**config.mk**
```make
export PLATFORM = sky130hd
export DESIGN_NAME = ltmg_smooth
export DESIGN_NICKNAME = d
export VERILOG_FILES = /design/src/rtl/ltmg_pkg.sv /design/src/rtl/ltmg_smooth.sv
export SDC_FILE = /design/constraint.sdc
export NUM_CORES = 2
export LEC_CHECK = 0
export BUFFER_PORTS_ARGS = -buffer_cell sky130_fd_sc_hd__buf_4
export CORE_ASPECT_RATIO = 1.4
export CORE_MARGIN = 1.5
export CORE_UTILIZATION = 55
export DETAILED_ROUTE_END_ITERATION = 8
export HOLD_SLACK_MARGIN = 0.1
export PLACE_DENSITY = 0.75
export REMOVE_ABC_BUFFERS = 1
export SLEW_MARGIN = 15
export SYNTH_ARGS = -nofsm -noshare
export SYNTH_HDL_FRONTEND = slang
export SYNTH_SLANG_ARGS = --single-unit
```
**constraint.sdc**
```tcl
create_clock -name clk -period 24.5 [get_ports clk]
set_input_delay 1.225 -clock clk [delete_from_list [all_inputs] [get_ports clk]]
set_output_delay 1.225 -clock clk [all_outputs]
set_load 0.01 [all_outputs]
```
**src/rtl/ltmg_pkg.sv**
```systemverilog
// Shared constants, colour tables and curve-building functions for the
// luminance tone map and grade block. No dependencies.
`timescale 1ns / 1ps
package ltmg_pkg;

  localparam int MAX_DIM_DEF    = 4096;
  localparam int TABLE_BITS_DEF = 10;

  // configuration register indexes
  localparam logic [7:0] REG_EXPOSURE   = 8'd0;
  localparam logic [7:0] REG_INV_WIDTH  = 8'd1;
  localparam logic [7:0] REG_INV_HEIGHT = 8'd2;
  localparam logic [7:0] REG_INV_SPAN   = 8'd3;

  localparam logic [31:0] EXPOSURE_RST  = 32'd65536;
  localparam logic [23:0] INV_WIDTH_RST = 24'd4096;
  localparam logic [23:0] INV_HEIGHT_RST = 24'd4096;
  localparam logic [23:0] INV_SPAN_RST  = 24'd4097;

  localparam logic [16:0] ONE16      = 17'd65536;
  localparam logic [24:0] ONE24      = 25'd16777216;
  localparam logic [63:0] LN2_Q32    = 64'd2977044472;
  localparam logic [63:0] LOG2E_Q30  = 64'd1549082005;
  localparam logic [16:0] BLEND_E0   = 17'd983;
  localparam logic [16:0] BLEND_SPAN = 17'd6881;
  localparam logic [16:0] KNEE       = 17'd38011;
  localparam logic [16:0] HOT_SPAN   = 17'd27525;
  localparam logic [13:0] VIG_GAIN   = 14'd10486;
  localparam logic [15:0] NY_WEIGHT  = 16'd52429;

  // floor(2^32 / span) for the smoothstep quotient
  localparam logic [23:0] REC_BLEND = 24'((64'd1 << 32) / 64'd6881);
  localparam logic [23:0] REC_KNEE  = 24'((64'd1 << 32) / 64'd38011);
  localparam logic [23:0] REC_HOT   = 24'((64'd1 << 32) / 64'd27525);

  typedef logic [16:0] rgb_t [3];

  localparam rgb_t SHADOW_C  = '{17'd3932,  17'd5243,  17'd7864};
  localparam rgb_t MID_C     = '{17'd30802, 17'd35389, 17'd44564};
  localparam rgb_t HOT_C     = '{17'd65536, 17'd58982, 17'd49152};
  localparam rgb_t HORIZON_C = '{17'd2294,  17'd2490,  17'd3277};
  localparam rgb_t ZENITH_C  = '{17'd655,   17'd983,   17'd1966};

  // exp(-a), a in Q0.32 below ln 2, result Q0.32 (elaboration only)
  function automatic logic [63:0] exp_neg_q32(logic [63:0] a);
    logic [63:0] sum;
    logic [63:0] term;
    sum  = 64'd1 << 32;
    term = 64'd1 << 32;
    for (int n = 1; n <= 14; n++) begin
      term = ((term * a) >> 32) / 64'(n);
      if (n % 2 == 1) sum = sum - term;
      else sum = sum + term;
    end
    return sum;
  endfunction

  // 2^-w, w in Q8.24, result Q0.32
  function automatic logic [63:0] pow2_neg(logic [63:0] w);
    logic [63:0] ip;
    logic [63:0] fp;
    ip = w >> 24;
    fp = w & 64'hFFFFFF;
    if (ip >= 64'd32) return 64'd0;
    return exp_neg_q32((fp * LN2_Q32) >> 24) >> ip;
  endfunction

  function automatic logic [16:0] map_entry(int tb, int k);
    logic [63:0] w;
    logic [63:0] g;
    w = ((64'(k) << (28 - tb)) * LOG2E_Q30) >> 30;
    g = (pow2_neg(w) + 64'h8000) >> 16;
    return 17'(64'd65536 - g);
  endfunction

  function automatic logic [16:0] pow_entry(int tb, int k);
    logic [63:0] m;
    logic [63:0] lg;
    logic [63:0] w;
    logic [31:0] frac;
    int p;
    p = 0;
    frac = 32'd0;
    if (k == 0) return 17'd0;
    for (int i = 0; i < 31; i++) begin
      if ((k >> (i + 1)) != 0) p = i + 1;
    end
    m = 64'(k) << (30 - p);
    for (int i = 0; i < 24; i++) begin
      m = (m * m) >> 30;
      frac = frac << 1;
      if (m >= (64'd1 << 31)) begin
        m = m >> 1;
        frac = frac | 32'd1;
      end
    end
    lg = (64'(tb) << 24) - ((64'(p) << 24) | 64'(frac));
    w = (lg * 64'd9) / 64'd10;
    return 17'((pow2_neg(w) + 64'h8000) >> 16);
  endfunction

endpackage

```
**src/rtl/ltmg_smooth.sv**
```systemverilog
// Pipelined smoothstep: quotient by reciprocal with one correction, then
// t*t*(3-2t). Four register stages. Depends on ltmg_pkg.
`timescale 1ns / 1ps
module ltmg_smooth import ltmg_pkg::*; (
  input  logic        clk,
  input  logic [16:0] x,
  input  logic [16:0] e0,
  input  logic [16:0] span,
  input  logic [23:0] recip,
  output logic [16:0] s
);

  logic [16:0] a;
  logic [39:0] qa;
  logic [15:0] a_r;
  logic [16:0] q0_r;
  logic [16:0] span_r;
  logic        zero_r;
  logic        full_r;
  logic [33:0] rem;
  logic [16:0] t_nxt;
  logic [16:0] t_r;
  logic [16:0] tc_r;
  logic [33:0] tt_r;
  logic [17:0] cub;
  logic [51:0] prod;
  logic [16:0] s_r;

  assign a  = x - e0;
  assign qa = 40'(a[15:0]) * 40'(recip);

  always_ff @(posedge clk) begin
    a_r    <= a[15:0];
    q0_r   <= qa[32:16];
    span_r <= span;
    zero_r <= (x <= e0);
    full_r <= (x > e0) && (a >= span);
  end

  // q0 is the quotient or one short of it
  always_comb begin
    rem = {2'b00, a_r, 16'd0} - 34'(q0_r) * 34'(span_r);
    if (zero_r) t_nxt = 17'd0;
    else if (full_r) t_nxt = ONE16;
    else if (rem >= 34'(span_r)) t_nxt = q0_r + 17'd1;
    else t_nxt = q0_r;
  end

  always_ff @(posedge clk) begin
    t_r  <= t_nxt;
    tt_r <= 34'(t_r) * 34'(t_r);
    tc_r <= t_r;
    s_r  <= prod[48:32];
  end

  assign cub  = 18'd196608 - {tc_r, 1'b0};
  assign prod = 52'(tt_r) * 52'(cub);
  assign s    = s_r;

endmodule

```
==> impl_metrics.ini <==
[status]
status = completed

[cts]
hold_buffers = 0
cts.path.max_buffers = 2
cts_setup_buffers = 0
cts_sinks = 135
numCtsBuffers = 17
cts_max_level = 4
clock_latency_ps = 500
cts_tree = done
path_clk_slew_ps = 70
clock-root-buffer = clkbuf_16
cts.repair.resized = 0

[synth]
synth_common_cells = inv_1 (1495), fa_1 (1191), nand2_1 (819)
ys.flop_type = dfxtp_1
synthXorXnorAreaFrac_pct = 2.21
ys_types = 77
synthTopCellsByArea = fa_1 (47%), ha_1 (12%), inv_1 (11%), and2_1 (6.6%), nand2_1 (6.0%)
synth-async-reset-ratio_pct = 0
synth_top_area_share_pct = 46.8
synth.area.mux_share_pct = 0.147
synth_cells = 5727
yosysTopAreaCell = fa_1
ys_ff_latch = 135
synth-edff-count = 0
synth_fa_ha_area_share_pct = 58.8
avgSynthCellArea_um2 = 8.90
yosysSeqAreaShare_pct = 5.30
synth_area_mm2 = 0.0510
synth-compound-area-share_pct = 4.78
yosys_warnings = 0
yosys.area_share.simple_pct = 16.0
synth_top_family_by_area = adder cells
yosysMostFrequentCell = inv_1

[setup_path]
critical_path.max_fanout = 44
reg2reg_from = tt_r[0]
path_buf_inv = 4
slowest_delay_ps = 870
crit_arrival_ps = 9760
crit_type = reg -> reg
cp_top_family = adder cells
path_common_cell = fa_1
critPathLaunch = tt_r[0]
critPathLaunchType = flip-flop
crit_path_end_kind = flip-flop
required_ps = 24930
cp_slowest_cell = xor2_4

[sta]
tns_ps = 0
finalCriticalPeriod_ps = 9330
hold_viol = 0
setup-violations-final = 0
fin_crit_sh_pct = 38.1
max_freq_ghz = 0.107
rsz0062_at_grt = false
max_slew.worst_pin.slew_ps = 1170
max-slew-margin-rel_pct = 21.8
worst_clock_skew_ps = 15.7
hold_slack_ps = 597
finalMaxSlewViolations = 0

[global_route]
grt_usage_pct = 28.8
overflow = 0
use_met1_pct = 30.4
grt_use_met2_pct = 54.1
grt_pass1_wl_um = 212000
grt_max_degree = 45
grt_pass1_vias = 42644
antenna_found_initial = 0
grt-busiest-layer = met2
grt_util_met3_pct = 3.99

[cells_and_area]
multiInputGateArea_mm2 = 0.0421
antennaDiodeCount = 0
area_delta_synth_final_pct = 5.26
fillers = 7959
fin_nets = 7437
drive_gt1_share_pct = 4.04
seqCellArea_mm2 = 0.00270
final_core_util_pct = 58.7

[route]
wl_per_cell_um = 18.6
vias = 37663
viasPerCell = 5.47
drt_iter0_markers = 2058
dr.pass1.iters = 6
route.detailed.drc = 0
ant_nets = 0
totalWireLength_um = 128000

[floorplan]
dieArea_mm2 = 0.0945
num_io_pins = 93
die_x_um = 260
start_util_pct = 55.7
rows = 131
core_area_mm2 = 0.0915
die_h_um = 363

[min_path]
hold_start = full_r
hold_class = reg -> reg

[placed_design]
port_buffers = 92
hpwl_um = 103000
finalWeightedCongestion = 0.904

[flow_run]
drv_cap = 0
==> layer usage <==
metal	up-vias	part of all wire [%]
met5	-	0
met4	0	6.3
met3	505	5.8
met2	1432	54
met1	19156	34
li1	16570	-
==> registers in the layout, summed over array words and instances, names as in the netlist <==
register  count
a_r          16
zero_r        1
s            17
q0_r         17
tc_r         16
span_r       17
full_r        1
t_r          17
tt_r         33
==> stage by stage <==
stage / instance area [um2] / std cells / setup slack [ps]
4_1_cts: 53700 / 6888 / 15210
3_5_place_dp: 53100 / 6856 / 14830
2_1_floorplan: 50200 / 5510 / 15750
3_3_place_gp: 53100 / 6856 / 14940
6_report: 53700 / 6888 / 15170
5_1_grt: 53700 / 6888 / 14600
==> area by class of cell <==
cell class,instances,area share (%)
clock buffers,17,0.793
inverters,1496,10.5
well taps,1197,2.79
multi-input cells,3879,78.5
clock inverters,15,0.343
repair buffers,149,2.08
flip-flops and latches,135,5.04
==> worst min-delay path: cells and delay by family, from the launching register on <==
| family | cells | cell delay, ps |
|---|---|---|
| flops | 1 | 390 |
| buf+inv | 1 | 80 |
| compound gates | 1 | 70 |
==> path summary, 6_finish.rpt <==
check | to | cells past startpoint | slack (ps)
worst min-delay path | t_r[16] | 2 | 600
worst max-delay path | s[16] | 27 | 15170
worst max register to register | s[16] | 27 | 15170
worst min register to register | t_r[16] | 2 | 600
==> placed cells by master (no fill, tap or decap), types with 5 or more instances in the layout <==
cell       count
nor2b_1       38
o21bai_1      10
or2_2          6
nand3b_1       6
and2_1       537
buf_4        149
clkbuf_16     17
o21ai_1       14
nor3_1        29
xnor2_2       10
fa_1        1191
conb_1        13
o2111ai_1      5
nand3_1       31
and3_1        13
inv_1       1495
xor2_2         8
dfxtp_1      135
nand4_1       15
o21ai_0       62
a31oi_1        8
a21oi_1      100
nand2b_1      15
xor2_1        26
nor4_1         9
o21a_1        37
nand2_1      819
xnor2_1       75
inv_6          6
o211ai_1       5
a21o_1        50
or3_1         17
a211oi_1      14
nor2_1       125
ha_1         492
a211o_1        8
and4_1         6
==> logic make-up (layout without fill, tap and decap cells) <==
kind of cell | Yosys count | after routing
muxes | 7 | 7
xor gates and xnor gates | 127 | 127
AOI/OAI and AO/OA | 367 | 367
and+or+nand+nor | 1682 | 1682
buffers and inverters | 1724 | 1677
other | 2 | 13
adders and majority gates | 1683 | 1683
DFF | 135 | 135
Power is left out: the tool's default activity adds up to more than one toggle a clock period on the data nets, which glitch-free logic cannot reach.
